$ cat src/htmlcr_pkg.sv
// Shared types, constants, name table and character helpers of the HTML character reference decoder.
package htmlcr_pkg;

	localparam int WIN_BYTES  = 11;
	localparam int SCAN_LIMIT = 12;
	localparam int NUM_NAMES  = 19;
	localparam int KEY_BYTES  = 6;
	localparam int NUM_DIGITS = 9;
	localparam int SEG_DIGITS = 5;

	localparam int IN_TDATA_W  = 96;
	localparam int OUT_TDATA_W = 48;

	localparam logic [31:0] CP_LIMIT = 32'h0011_0000;
	localparam logic [31:0] CP_2B    = 32'h0000_0080;
	localparam logic [31:0] CP_3B    = 32'h0000_0800;
	localparam logic [31:0] CP_4B    = 32'h0001_0000;

	localparam logic [7:0] CH_SEMI = 8'h3B;
	localparam logic [7:0] CH_HASH = 8'h23;
	localparam logic [7:0] CH_X_LO = 8'h78;
	localparam logic [7:0] CH_X_UP = 8'h58;

	typedef enum logic [1:0] {
		ACT_LITERAL = 2'd0,
		ACT_DECODED = 2'd1,
		ACT_RAW     = 2'd2
	} action_t;

	typedef struct packed {
		logic [47:0] key;
		logic [2:0]  klen;
		logic [23:0] utf;
		logic [2:0]  nbytes;
	} name_entry_t;

	// Keys hold their first character in the lowest byte.
	localparam name_entry_t NAME_TABLE [NUM_NAMES] = '{
		'{48'h0000_0000_746C, 3'd2, 24'h00_003C, 3'd1},
		'{48'h0000_0000_7467, 3'd2, 24'h00_003E, 3'd1},
		'{48'h0000_0070_6D61, 3'd3, 24'h00_0026, 3'd1},
		'{48'h0000_746F_7571, 3'd4, 24'h00_0022, 3'd1},
		'{48'h0000_736F_7061, 3'd4, 24'h00_0027, 3'd1},
		'{48'h0000_7073_626E, 3'd4, 24'h00_A0C2, 3'd2},
		'{48'h0068_7361_646E, 3'd5, 24'h93_80E2, 3'd3},
		'{48'h0068_7361_646D, 3'd5, 24'h94_80E2, 3'd3},
		'{48'h006F_7571_616C, 3'd5, 24'h00_ABC2, 3'd2},
		'{48'h006F_7571_6172, 3'd5, 24'h00_BBC2, 3'd2},
		'{48'h0000_7970_6F63, 3'd4, 24'h00_A9C2, 3'd2},
		'{48'h0000_0067_6572, 3'd3, 24'h00_AEC2, 3'd2},
		'{48'h0065_6461_7274, 3'd5, 24'hA2_84E2, 3'd3},
		'{48'h7069_6C6C_6568, 3'd6, 24'hA6_80E2, 3'd3},
		'{48'h0000_6C6C_7562, 3'd4, 24'hA2_80E2, 3'd3},
		'{48'h006F_7571_7372, 3'd5, 24'h99_80E2, 3'd3},
		'{48'h006F_7571_736C, 3'd5, 24'h98_80E2, 3'd3},
		'{48'h006F_7571_6472, 3'd5, 24'h9D_80E2, 3'd3},
		'{48'h006F_7571_646C, 3'd5, 24'h9C_80E2, 3'd3}
	};

	typedef struct packed {
		logic                         found;
		logic                         numeric;
		logic                         hex;
		logic                         name_hit;
		logic [3:0]                   consumed;
		logic [23:0]                  name_utf;
		logic [2:0]                   name_cnt;
		logic [NUM_DIGITS-1:0]        active;
		logic [NUM_DIGITS-1:0][3:0]   digits;
	} scan_t;

	typedef struct packed {
		action_t     action;
		logic [3:0]  consumed;
		logic [2:0]  out_count;
		logic [31:0] out_bytes;
	} result_t;

	function automatic logic is_dec(input logic [7:0] c);
		return (c >= 8'h30) && (c <= 8'h39);
	endfunction

	function automatic logic is_hex(input logic [7:0] c);
		return is_dec(c) || ((c >= 8'h61) && (c <= 8'h66)) || ((c >= 8'h41) && (c <= 8'h46));
	endfunction

	function automatic logic [3:0] hex_val(input logic [7:0] c);
		logic [7:0] t;
		if (is_dec(c)) begin
			t = c - 8'h30;
		end else if ((c >= 8'h61) && (c <= 8'h66)) begin
			t = c - 8'h57;
		end else begin
			t = c - 8'h37;
		end
		return t[3:0];
	endfunction

endpackage

$ cat src/htmlcr_scan.sv
// Window classification: semicolon search, numeric digit run and named reference match.
module htmlcr_scan import htmlcr_pkg::*; (
	input  logic [63:0] window_low,
	input  logic [23:0] window_high,
	input  logic [3:0]  avail,
	output scan_t       scan
);

	logic [7:0] wb [1:WIN_BYTES];
	logic [3:0] av;
	logic [3:0] pos;
	logic       found;
	logic       hex;
	logic       run;
	logic       ok;
	logic       hit;
	logic       m;
	logic [23:0] utf;
	logic [2:0]  cnt;

	always_comb begin
		for (int j = 1; j <= 8; j++) begin
			wb[j] = window_low[8*(j-1) +: 8];
		end
		for (int j = 9; j <= WIN_BYTES; j++) begin
			wb[j] = window_high[8*(j-9) +: 8];
		end

		av = (avail > 4'(WIN_BYTES)) ? 4'(WIN_BYTES) : avail;

		// Scan downwards so that the first semicolon wins.
		found = 1'b0;
		pos   = 4'd0;
		for (int j = WIN_BYTES; j >= 1; j--) begin
			if ((wb[j] == CH_SEMI) && (j <= int'(av)) && (j < SCAN_LIMIT)) begin
				found = 1'b1;
				pos   = 4'(j);
			end
		end

		hex = (wb[2] == CH_X_LO) || (wb[2] == CH_X_UP);

		// Digit k sits at window position k+2; a hex run starts one later.
		run = 1'b1;
		for (int k = 0; k < NUM_DIGITS; k++) begin
			ok = hex ? is_hex(wb[k+2]) : is_dec(wb[k+2]);
			scan.digits[k] = hex_val(wb[k+2]);
			if (hex && (k == 0)) begin
				scan.active[k] = 1'b0;
			end else begin
				run = run & ok;
				scan.active[k] = run;
			end
		end

		// A key matches when its bytes agree and a semicolon follows it inside the valid bytes.
		hit = 1'b0;
		utf = 24'd0;
		cnt = 3'd0;
		for (int e = 0; e < NUM_NAMES; e++) begin
			m = (wb[int'(NAME_TABLE[e].klen) + 1] == CH_SEMI)
				&& (int'(NAME_TABLE[e].klen) + 1 <= int'(av));
			for (int b = 0; b < KEY_BYTES; b++) begin
				if (b < int'(NAME_TABLE[e].klen)) begin
					m = m && (wb[b+1] == NAME_TABLE[e].key[8*b +: 8]);
				end
			end
			if (m) begin
				hit = 1'b1;
				utf = utf | NAME_TABLE[e].utf;
				cnt = cnt | NAME_TABLE[e].nbytes;
			end
		end

		scan.found    = found;
		scan.numeric  = found && (pos >= 4'd3) && (wb[1] == CH_HASH);
		scan.hex      = hex;
		scan.name_hit = hit;
		scan.consumed = pos + 4'd1;
		scan.name_utf = utf;
		scan.name_cnt = cnt;
	end

endmodule

$ cat src/htmlcr_accum.sv
// One segment of the numeric accumulator: folds up to five digits into the code point.
module htmlcr_accum import htmlcr_pkg::*; (
	input  logic                         hex,
	input  logic [31:0]                  acc_in,
	input  logic [SEG_DIGITS-1:0][3:0]   digits,
	input  logic [SEG_DIGITS-1:0]        active,
	output logic [31:0]                  acc_out
);

	logic [31:0] acc;

	always_comb begin
		acc = acc_in;
		for (int k = 0; k < SEG_DIGITS; k++) begin
			if (active[k]) begin
				if (hex) begin
					acc = {acc[27:0], digits[k]};
				end else begin
					acc = (acc << 3) + (acc << 1) + {28'd0, digits[k]};
				end
			end
		end
		acc_out = acc;
	end

endmodule

$ cat src/htmlcr_encode.sv
// UTF-8 encoding of the code point and selection of the final result.
module htmlcr_encode import htmlcr_pkg::*; (
	input  scan_t       scan,
	input  logic [31:0] cp,
	output result_t     res
);

	logic [2:0]  ucnt;
	logic [31:0] ubytes;

	always_comb begin
		ucnt   = 3'd0;
		ubytes = 32'd0;
		priority if (cp >= CP_LIMIT) begin
			ucnt   = 3'd0;
			ubytes = 32'd0;
		end else if (cp < CP_2B) begin
			ucnt   = 3'd1;
			ubytes = {25'd0, cp[6:0]};
		end else if (cp < CP_3B) begin
			ucnt   = 3'd2;
			ubytes = {16'd0, 2'b10, cp[5:0], 3'b110, cp[10:6]};
		end else if (cp < CP_4B) begin
			ucnt   = 3'd3;
			ubytes = {8'd0, 2'b10, cp[5:0], 2'b10, cp[11:6], 4'b1110, cp[15:12]};
		end else begin
			ucnt   = 3'd4;
			ubytes = {2'b10, cp[5:0], 2'b10, cp[11:6], 2'b10, cp[17:12], 5'b11110, cp[20:18]};
		end

		priority if (!scan.found) begin
			res.action    = ACT_LITERAL;
			res.consumed  = 4'd1;
			res.out_count = 3'd0;
			res.out_bytes = 32'd0;
		end else if (scan.numeric) begin
			res.action    = ACT_DECODED;
			res.consumed  = scan.consumed;
			res.out_count = ucnt;
			res.out_bytes = ubytes;
		end else if (scan.name_hit) begin
			res.action    = ACT_DECODED;
			res.consumed  = scan.consumed;
			res.out_count = scan.name_cnt;
			res.out_bytes = {8'd0, scan.name_utf};
		end else begin
			res.action    = ACT_RAW;
			res.consumed  = scan.consumed;
			res.out_count = 3'd0;
			res.out_bytes = 32'd0;
		end
	end

endmodule

$ cat src/html_char_reference_decoder_core.sv
// A beat passes stage registers s1, s2, s3 to output register s4; each stage holds one beat.
// Throughput: one beat per clock cycle unless the output stalls; empty stages close up.
// The four stages are classification, two accumulator segments of the numeric code point,
// and UTF-8 encoding into the output register.
// Reset (arst_n low) clears every stage valid bit at once; the payload registers are not reset.
// There is no stored state between beats, so no clearing pass follows reset.
module html_char_reference_decoder_core import htmlcr_pkg::*; (
	input  logic                   clk,
	input  logic                   arst_n,
	input  logic                   s_axis_tvalid,
	output logic                   s_axis_tready,
	// Fields from bit 0: window_low[63:0], window_high[87:64], avail[91:88], zero pad.
	input  logic [IN_TDATA_W-1:0]  s_axis_tdata,
	output logic                   m_axis_tvalid,
	input  logic                   m_axis_tready,
	// Fields from bit 0: action[1:0], consumed[5:2], out_count[8:6], out_bytes[40:9], zero pad.
	output logic [OUT_TDATA_W-1:0] m_axis_tdata
);

	logic [63:0] window_low;
	logic [23:0] window_high;
	logic [3:0]  avail;

	scan_t       scan_c;
	scan_t       scan_s1;
	scan_t       scan_s2;
	scan_t       scan_s3;
	logic [31:0] acc_c2;
	logic [31:0] acc_c3;
	logic [31:0] acc_s2;
	logic [31:0] acc_s3;
	result_t     res_c4;
	result_t     res_s4;

	logic valid_s1;
	logic valid_s2;
	logic valid_s3;
	logic valid_s4;
	logic en1;
	logic en2;
	logic en3;
	logic en4;

	assign window_low  = s_axis_tdata[63:0];
	assign window_high = s_axis_tdata[87:64];
	assign avail       = s_axis_tdata[91:88];

	// A stage may load when it is empty or when its contents move on in the same cycle.
	// The chain lets a beat enter while a finished result still waits at the output.
	assign en4 = !valid_s4 || m_axis_tready;
	assign en3 = !valid_s3 || en4;
	assign en2 = !valid_s2 || en3;
	assign en1 = !valid_s1 || en2;

	assign s_axis_tready = en1;
	assign m_axis_tvalid = valid_s4;
	assign m_axis_tdata  = {7'd0, res_s4.out_bytes, res_s4.out_count, res_s4.consumed,
		res_s4.action};

	// Stage one: find the closing semicolon, classify digits and match the named references.
	htmlcr_scan u_scan (
		.window_low  (window_low),
		.window_high (window_high),
		.avail       (avail),
		.scan        (scan_c)
	);

	// Stage two: digits at window positions two to six.
	htmlcr_accum u_accum_lo (
		.hex     (scan_s1.hex),
		.acc_in  (32'd0),
		.digits  (scan_s1.digits[SEG_DIGITS-1:0]),
		.active  (scan_s1.active[SEG_DIGITS-1:0]),
		.acc_out (acc_c2)
	);

	// Stage three: digits at window positions seven to ten; the fifth slot is unused.
	htmlcr_accum u_accum_hi (
		.hex     (scan_s2.hex),
		.acc_in  (acc_s2),
		.digits  ({4'd0, scan_s2.digits[NUM_DIGITS-1:SEG_DIGITS]}),
		.active  ({1'b0, scan_s2.active[NUM_DIGITS-1:SEG_DIGITS]}),
		.acc_out (acc_c3)
	);

	// Stage four: UTF-8 encoding and choice between literal, decoded and raw results.
	htmlcr_encode u_encode (
		.scan (scan_s3),
		.cp   (acc_s3),
		.res  (res_c4)
	);

	always_ff @(posedge clk or negedge arst_n) begin
		if (!arst_n) begin
			valid_s1 <= 1'b0;
			valid_s2 <= 1'b0;
			valid_s3 <= 1'b0;
			valid_s4 <= 1'b0;
		end else begin
			if (en1) begin
				valid_s1 <= s_axis_tvalid;
			end
			if (en2) begin
				valid_s2 <= valid_s1;
			end
			if (en3) begin
				valid_s3 <= valid_s2;
			end
			if (en4) begin
				valid_s4 <= valid_s3;
			end
		end
	end

	always_ff @(posedge clk) begin
		if (en1) begin
			scan_s1 <= scan_c;
		end
		if (en2) begin
			scan_s2 <= scan_s1;
			acc_s2  <= acc_c2;
		end
		if (en3) begin
			scan_s3 <= scan_s2;
			acc_s3  <= acc_c3;
		end
		if (en4) begin
			res_s4 <= res_c4;
		end
	end

	// A code point at or above the limit needs at least six hex or seven decimal digits,
	// so the reference runs to at least ten bytes.
	assert property (@(posedge clk) disable iff (!arst_n)
		(valid_s4 && (res_s4.action == ACT_DECODED) && (res_s4.out_count == 3'd0))
		|-> (res_s4.consumed >= 4'd10))
		else $error("empty decode from a short reference");

	assert property (@(posedge clk) disable iff (!arst_n)
		(valid_s4 && (res_s4.action == ACT_LITERAL))
		|-> ((res_s4.consumed == 4'd1) && (res_s4.out_count == 3'd0)))
		else $error("literal ampersand with wrong length");

	assert property (@(posedge clk) disable iff (!arst_n)
		(valid_s4 && (res_s4.action == ACT_RAW))
		|-> ((res_s4.out_count == 3'd0) && (res_s4.consumed >= 4'd2)))
		else $error("raw name result carries bytes");

	assert property (@(posedge clk) disable iff (!arst_n)
		(valid_s1 && valid_s2 && valid_s3 && valid_s4 && !m_axis_tready) |-> !s_axis_tready)
		else $error("input taken while the pipeline is full and stalled");

	assert property (@(posedge clk) disable iff (!arst_n)
		$rose(valid_s4) |-> $past(valid_s3))
		else $error("output became valid without a beat in stage three");

endmodule
$ cat config.mk
export PLATFORM = sky130hd
export DESIGN_NAME = html_char_reference_decoder_core
export DESIGN_NICKNAME = d
export VERILOG_FILES = /design/src/htmlcr_pkg.sv /design/src/htmlcr_scan.sv /design/src/htmlcr_accum.sv /design/src/htmlcr_encode.sv /design/src/html_char_reference_decoder_core.sv
export SDC_FILE = /design/constraint.sdc
export NUM_CORES = 1
export LEC_CHECK = 0
export ABC_AREA = 1
export BUFFER_PORTS_ARGS = -buffer_cell sky130_fd_sc_hd__buf_2
export CAP_MARGIN = 20
export CORE_ASPECT_RATIO = 1.5
export CORE_MARGIN = 3
export CORE_UTILIZATION = 60
export CTS_BUF_LIST = sky130_fd_sc_hd__clkbuf_2 sky130_fd_sc_hd__clkbuf_4 sky130_fd_sc_hd__clkbuf_8
export CTS_CLUSTER_DIAMETER = 30
export DETAILED_ROUTE_END_ITERATION = 12
export PLACE_DENSITY_LB_ADDON = 0.05
export SLEW_MARGIN = 40
export SYNTH_ARGS = -nofsm -noshare
export SYNTH_HDL_FRONTEND = slang
export SYNTH_SLANG_ARGS = --single-unit
export TNS_END_PERCENT = 30
$ cat constraint.sdc
create_clock -name clk -period 10.5 [get_ports clk]
set_input_delay 1.575 -clock clk [delete_from_list [all_inputs] [get_ports clk]]
set_output_delay 1.575 -clock clk [all_outputs]
set_load 0.05 [all_outputs]
==> results of run 1 <==
## cell usage in the layout, fill, tap and decap left out, types with 5 or more instances in the layout
master     Yosys  final
nand2_1      740    739
inv_1        475    470
ha_1         313    313
xor2_1        59     59
buf_4         12     12
or2_2         29     29
fa_1          16     16
o31ai_1        7      7
inv_2          6     10
nand3_1      225    225
nor3b_1        5      5
nand4_1       45     45
a211oi_1       6      6
clkinv_4       0      6
nand3b_1       8      8
o21ai_0      240    239
o21a_1         8      8
o211ai_1      41     41
o21ai_1        6      7
nor4_1        28     28
clkinv_2       0      6
inv_6          0      5
a21o_1        14     14
and2_1         8      8
o21bai_1      19     19
buf_2         14    135
o22ai_1       17     17
clkbuf_8       0     43
o2111ai_1      8      8
edfxtp_1     236    236
a21oi_1      237    237
clkinv_1       3     10
a31oi_1       15     14
clkbuf_4       0      5
xnor2_1       23     23
conb_1         1     10
nor3_1        56     56
nor2_1       263    262
## worst max-delay path: cells and delay by family, from the launching register on
| kind | cells | cell delay, ns |
|---|---|---|
| AND/OR/NAND/NOR | 26 | 3.12 |
| adder cells (fa/ha/maj) | 8 | 2.81 |
| AO/OA/AOI/OAI | 11 | 2.32 |
| buffers and inverters | 8 | 0.83 |
| flip-flops | 1 | 0.43 |
## metal layers
metal / track usage, % / routed length, µm / part of all wire, % / up-vias
li1: - / - / - / 11400
met1: 35.7 / 26400 / 37 / 10600
met2: 59.8 / 36000 / 51 / 865
met3: 3.46 / 3350 / 4.7 / 247
met4: 20.1 / 4890 / 6.9 / 0
met5: 0 / 0 / 0 / -
## area by class of cell
cell class	count	area [µm²]
Timing Repair Buffer	151	811
Fill cell	3549	13500
Inverter	484	1820
Sequential cell	240	7190
Antenna cell	1	2.50
Clock inverter	30	259
Clock buffer	48	629
Tap cell	500	626
Multi-Input combinational cell	2491	14700
## kinds of logic after synthesis
logic type,share of synthesized area (%)
AND/OR/NAND/NOR,25.3
other,0.0156
buffers and inverters,9.10
XOR/XNOR,2.98
adder cells (fa/ha/maj),17.6
flip-flops,29.9
AO/OA/AOI/OAI,15.1
## timing repair
action	CTS	global route
endpoints found under the setup margin	0	4
buffers inserted	0	0
resized for setup	0	3
## power groups by stage
stage	clock [mW]	combinational [mW]	sequential [mW]
floorplan	0	2.99	1.40
global placement	0	3.97	1.40
detailed placement	0	4.08	1.40
CTS	0.898	4.11	1.38
global route	0.942	4.70	1.40
finish	0.876	4.19	1.38
## through the flow
step	std cells	area (µm²)	utilization (%)	worst slack [ns]
floorplan	3298	24100	-	2.64
global placement	3864	25100	63.6	0.778
detailed placement	3866	25200	63.7	0.670
CTS	3944	26100	65.9	0.677
global route	3945	26100	66.0	0.0251
finish	3945	26100	66.0	0.770
## registers in the layout (all words and copies together) (netlist names)
signal         cells
m_axis_tvalid      1
valid_s1           1
m_axis_tdata      36
scan_s2           48
scan_s1           73
valid_s2           1
acc_s3            32
valid_s3           1
scan_s3           27
acc_s2            20
## cell usage after synthesis (15+ instances only)
| library cell | count | area, µm² |
|---|---|---|
| nand3_1 | 225 | 1130 |
| nand2_1 | 740 | 2780 |
| inv_1 | 475 | 1780 |
| o211ai_1 | 41 | 308 |
| or2_2 | 29 | 181 |
| o21bai_1 | 19 | 143 |
| nand4_1 | 45 | 282 |
| ha_1 | 313 | 3920 |
| clkbuf_1 | 45 | 169 |
| o22ai_1 | 17 | 106 |
| edfxtp_1 | 236 | 7090 |
| a31oi_1 | 15 | 93.8 |
| nor3_1 | 56 | 280 |
| o21ai_0 | 240 | 1200 |
| nor2_1 | 263 | 987 |
| fa_1 | 16 | 320 |
| a21oi_1 | 237 | 1190 |
| xnor2_1 | 23 | 201 |
| nor4_1 | 28 | 175 |
| xor2_1 | 59 | 517 |
## worst min path at each step
| stage | startpoint | to | slack [ns] | cells past startpoint |
|---|---|---|---|---|
| 2_1_floorplan | scan_s1[20]$_DFFE_PP_ | scan_s2[20]$_DFFE_PP_ | 0.40 | 0 |
| 3_3_place_gp | scan_s2[71]$_DFFE_PP_ | scan_s3[71]$_DFFE_PP_ | 0.40 | 0 |
| 3_5_place_dp | scan_s1[33]$_DFFE_PP_ | scan_s2[33]$_DFFE_PP_ | 0.40 | 0 |
| 4_1_cts | scan_s1[20]$_DFFE_PP_ | scan_s2[20]$_DFFE_PP_ | 0.39 | 0 |
| 5_1_grt | scan_s1[25]$_DFFE_PP_ | scan_s2[25]$_DFFE_PP_ | 0.40 | 0 |
| 6_report | scan_s1[22]$_DFFE_PP_ | scan_s2[22]$_DFFE_PP_ | 0.41 | 0 |
==> reports/summary.txt, run 1 <==
RUN STATUS
----------------------------------------------------------------------------------
Result of the run                                                        completed

FINISH
----------------------------------------------------------------------------------
Share of layout cells above drive strength 1                                 8.04%
Signed area change from the synthesized netlist to the final layout          8.32%
Net count, final                                                              3840

SYNTHESIS
----------------------------------------------------------------------------------
Most used flip-flop cell after synthesis                                  edfxtp_1
Number of storage elements in the synthesis netlist                            240
Syn. warnings                                                                    0
Post-synth EDFFs                                                               236
Post-synthesis instance area                                             24100 µm²
Post-synthesis sequential area ratio                                         29.9%
Fraction of registers with async set or reset after synthesis                1.67%
Distinct cell type count of the synthesized netlist                             58
Average size of a mapped cell                                             7.32 µm²
Number of cells produced by synthesis                                         3289

SETUP PATH
----------------------------------------------------------------------------------
Reg2Reg Launch Point                                                  acc_s2[2]$_DFFE_PP_
Arr. time, crit path                                                      10.05 ns
Worst Reg2Reg Path Length in Cells                                              53
Critical path start-end classification                                flip-flop to flip-flop
CP max stage delay                                                         0.48 ns
Worst reg2reg path endpoint                                           acc_s3[31]$_DFFE_PP_
Critical-path top delay cell                                                  fa_1
Crit path from                                                        acc_s2[2]$_DFFE_PP_
Critical Path Source Type                                                flip-flop
Most used cell along the critical path                                     nand2_1
Required time at the worst-slack endpoint                                 10.82 ns
Critical path capture point type                                         flip-flop
Destination of the critical timing path                               acc_s3[31]$_DFFE_PP_
Maximum fanout along the worst path                                              6
R2R setup slack                                                            0.77 ns

TIMING
----------------------------------------------------------------------------------
Max-slew violation total from the final report                                   0
Final Hold Vio Count                                                             0
Setup violation total in the final timing report                                 0
Maximum clock rate                                                         103 MHz
Period minus WS final                                                      9.73 ns
Actual transition at the worst max-transition pin                         0.827 ns
Setup repair after global routing missed its margin                          false
Hold slack                                                                0.406 ns
Final worst-path cycle share                                                 92.7%
Setup Total Neg Slack                                                         0 ns
Clock Skews                                                              0.0358 ns
Max-Slew Margin vs Limit                                                     44.3%

CTS
----------------------------------------------------------------------------------
Buffer levels on the longest clock path                                          3
Clock slew seen by the registers of the worst setup and hold paths         0.06 ns
Total clock sinks                                                              240
TritonCTS buffer count                                                          43
Clock tree from TritonCTS                                                    built
Clock network latency to the later pin of the worst-skew pair              0.57 ns
Total of hold buffers inserted after clock tree synthesis                        0
Buffer type at the clock tree root                                        clkbuf_8
CTS H-tree depth                                                                 2

POWER AND IR DROP
----------------------------------------------------------------------------------
Switching component of the power                                           3.30 mW
Combinational group share of total power                                     65.0%
Cell-internal power                                                        3.15 mW
Clock network power share                                                    13.6%
IR Drop Worst-Case VDD                                                    0.190 mV
Sequential share of power                                                    21.5%
P per Cell Area                                                         247 nW/µm²
Sw frac                                                                      51.2%
Tot Pwr                                                                    6.45 mW
Leakage                                                                    13.4 nW

DETAILED ROUTING
----------------------------------------------------------------------------------
Average routed wire per standard cell                                      17.9 µm
Iteration count of the initial detailed-routing pass                             6
Post-route antenna net violation count                                           0
Via density per instance                                                      5.86
Drt initial violations                                                        1776
Drc violations                                                                   0
Routed vias                                                                  23100
Drt total wl                                                              70600 µm

FLOORPLANNING
----------------------------------------------------------------------------------
Ports placed on the boundary                                                   150
Site row count                                                                  89
Chip Width                                                                  170 µm
Chip height                                                                 251 µm
Core Region                                                              39500 µm²
Die ar.                                                                  42600 µm²
Initial Util                                                                 60.9%

PLACED DESIGN
----------------------------------------------------------------------------------
IO buf count                                                                   135
DPL Wire Length                                                           57700 µm
RePlAce Congestion                                                            1.03

MIN PATH
----------------------------------------------------------------------------------
Worst min-delay path class                                            flip-flop to flip-flop

GRT
----------------------------------------------------------------------------------
Via count of the first global-routing pass                                   22700
Overall Global Routing Usage                                                 32.6%
Initial antenna violation count                                                  1
Wire length of the first global-routing pass                             112000 µm
Global-route congestion overflow total                                           0
Pin count of the biggest net entering global routing                            77

JOB
----------------------------------------------------------------------------------
Maxcap violations                                                                0

(Power assumes the default switching activity.)
==> inputs of run 2 (changes only) <==
Settings changed: CAP_MARGIN 20 to default, SYNTH_HIERARCHICAL from default to 1.
==> reports/summary.txt, run 2 <==
CTS
----------------------------------------------------------------------------------
Clock network latency to the later pin of the worst-skew pair              0.65 ns   +0.08 ns
Clock tree from TritonCTS                                                    built
Buffer levels on the longest clock path                                          3   unchanged
Total clock sinks                                                              278   +16%
Buffer type at the clock tree root                                        clkbuf_8
CTS H-tree depth                                                                 2   unchanged
Clock slew seen by the registers of the worst setup and hold paths         0.06 ns   about the same
TritonCTS buffer count                                                          49   +14%

DETAILED ROUTING
----------------------------------------------------------------------------------
Post-route antenna net violation count                                           0   unchanged
Iteration count of the initial detailed-routing pass                             6   unchanged
Average routed wire per standard cell                                      17.3 µm   -3.1%
Drc violations                                                                   0   unchanged
Drt total wl                                                             125000 µm   +78%
Drt initial violations                                                        2703   +52%
Via density per instance                                                      5.74   -2.1%
Routed vias                                                                  41500   +79%

GRT
----------------------------------------------------------------------------------
Overall Global Routing Usage                                                 33.8%   +1.2 points
Pin count of the biggest net entering global routing                            86   +12%
Global-route congestion overflow total                                           0   unchanged
Wire length of the first global-routing pass                             197000 µm   +76%
Initial antenna violation count                                                 14   +13
Via count of the first global-routing pass                                   40000   +77%

PLACED DESIGN
----------------------------------------------------------------------------------
DPL Wire Length                                                          101000 µm   +76%
RePlAce Congestion                                                            1.01   -1.8%
IO buf count                                                                   138   +2.2%
Worst setup timing slack at the placement stage                           0.110 ns   -0.560 ns

SETUP PATH
----------------------------------------------------------------------------------
Critical path start-end classification                                flip-flop to flip-flop
Critical Path Source Type                                                flip-flop
Maximum fanout along the worst path                                              5   -1
Arr. time, crit path                                                      10.37 ns   +0.32 ns
Required time at the worst-slack endpoint                                 10.87 ns   +0.05 ns
Most used cell along the critical path                                     nand2_1
Critical path capture point type                                         flip-flop
CP max stage delay                                                         0.49 ns   about the same
Critical-path top delay cell                                                or3b_1

FINISH
----------------------------------------------------------------------------------
Max reg flops                                                                   80   +9.6%
Commonest cells after routing, fill and taps aside                    nand2_1, inv_1, ha_1, a21oi_1, nor2_1
Most common cell after layout, fill and taps aside                         nand2_1
Layout filler cell count                                                      6318   +78%
Share of layout cells above drive strength 1                                 10.8%   +2.8 points
Top reg by flops                                                           scan_s1
Signed area change from the synthesized netlist to the final layout          9.48%
Net count, final                                                              7043   +83%

SYNTHESIS
----------------------------------------------------------------------------------
Syn. warnings                                                                    6   +6
Post-synthesis instance area                                             41100 µm²   +71%
Number of cells produced by synthesis                                         6026   +83%
Average size of a mapped cell                                             6.81 µm²   -6.9%

FLOORPLANNING
----------------------------------------------------------------------------------
Die ar.                                                                  71700 µm²   +68%
Core Region                                                              67200 µm²   +70%
Site row count                                                                 116   +30%
Chip height                                                                 326 µm   +30%
Chip Width                                                                  220 µm   +30%
Initial Util                                                                 61.1%   +0.20 points
Ports placed on the boundary                                                   150   unchanged

TIMING
----------------------------------------------------------------------------------
Setup violation total in the final timing report                                 0   unchanged
Max-Slew Margin vs Limit                                                     42.8%   -1.5 points
Final Hold Vio Count                                                             0   unchanged
Maximum clock rate                                                         100 MHz   -2.6%
Clock Skews                                                              0.0746 ns   +0.0389 ns
Max-slew violation total from the final report                                   0   unchanged
PnR worst setup slack                                                     0.507 ns   -0.263 ns
Final worst-path cycle share                                                 95.2%   +2.5 points
Actual transition at the worst max-transition pin                         0.850 ns   +0.0225 ns
Period minus WS final                                                      9.99 ns   +0.263 ns

RUN STATUS
----------------------------------------------------------------------------------
Result of the run                                                        completed

JOB
----------------------------------------------------------------------------------
Maxcap violations                                                                0   unchanged

MIN PATH
----------------------------------------------------------------------------------
Worst min-delay path class                                            flip-flop to flip-flop

==> run 2: timing repair <==
action / CTS / global route
hold buffers: 0 / 0
buffers inserted: 0 / 12
gates resized for setup: 0 / 97
endpoints found under the setup margin: 0 / 11
==> run 2: cell type report <==
cell class	count	area [µm²]	area share, %
Inverter	798	3010	6.69
Clock buffer	57	734	1.63
Tap cell	885	1110	2.46
Sequential cell	278	8330	18.5
Clock inverter	29	298	0.663
Multi-Input combinational cell	4932	29900	66.6
Antenna cell	9	22.5	0.0501
Timing Repair Buffer	242	1510	3.37
==> run 2: path summary, 6_finish.rpt <==
kind / endpoint / start / cells past startpoint / slack (ns)
min in group asynchronous: m_axis_tvalid$_DFFE_PN0P_ / arst_n / 1 / 0.76
max in group asynchronous: valid_s3$_DFFE_PN0P_ / arst_n / 1 / 9.59
worst max-delay path: acc_s2[31]$_DFFE_PP_ / scan_s1[3]$_DFFE_PP_ / 57 / 0.51
worst min-delay path: scan_s2[30]$_DFFE_PP_ / scan_s1[30]$_DFFE_PP_ / 0 / 0.38
worst min register to register: scan_s2[30]$_DFFE_PP_ / scan_s1[30]$_DFFE_PP_ / 0 / 0.38
worst max register to register: acc_s2[31]$_DFFE_PP_ / scan_s1[3]$_DFFE_PP_ / 57 / 0.51
==> run 2: stage by stage <==
step	cell area, µm²	util, %	TNS (ns)	hold WS (ns)	cells
4_1_cts	44300	65.9	0	0.372	7208
2_1_floorplan	41600	-	0	0.400	6169
3_3_place_gp	43200	64.3	0	0.402	7119
5_1_grt	44900	66.9	-0.179	0.392	7224
3_5_place_dp	43300	64.4	0	0.405	7122
6_report	44900	66.9	0	0.385	7230
==> run 2: worst max-delay path, delay by kind of cell, from the launching register on <==
family | cells | cell delay, ns
adder cells (fa/ha/maj) | 10 | 3.39
AND/OR/NAND/NOR | 27 | 3.17
AO/OA/AOI/OAI | 12 | 2.00
buffers and inverters | 7 | 0.68
flip-flops | 1 | 0.35
XOR/XNOR | 1 | 0.14
==> run 2: metal layers <==
metal / routed length, µm / track usage, % / vias up
li1: - / - / 20800
met1: 48700 / 37.8 / 19100
met2: 61700 / 60.5 / 1236
met3: 6530 / 4.95 / 450
met4: 8410 / 19.5 / 8
met5: 57 / 0 / -
Power of run 2 is not shown: default switching activity piles up to over one toggle a cycle in this logic, so the estimate is an artifact.
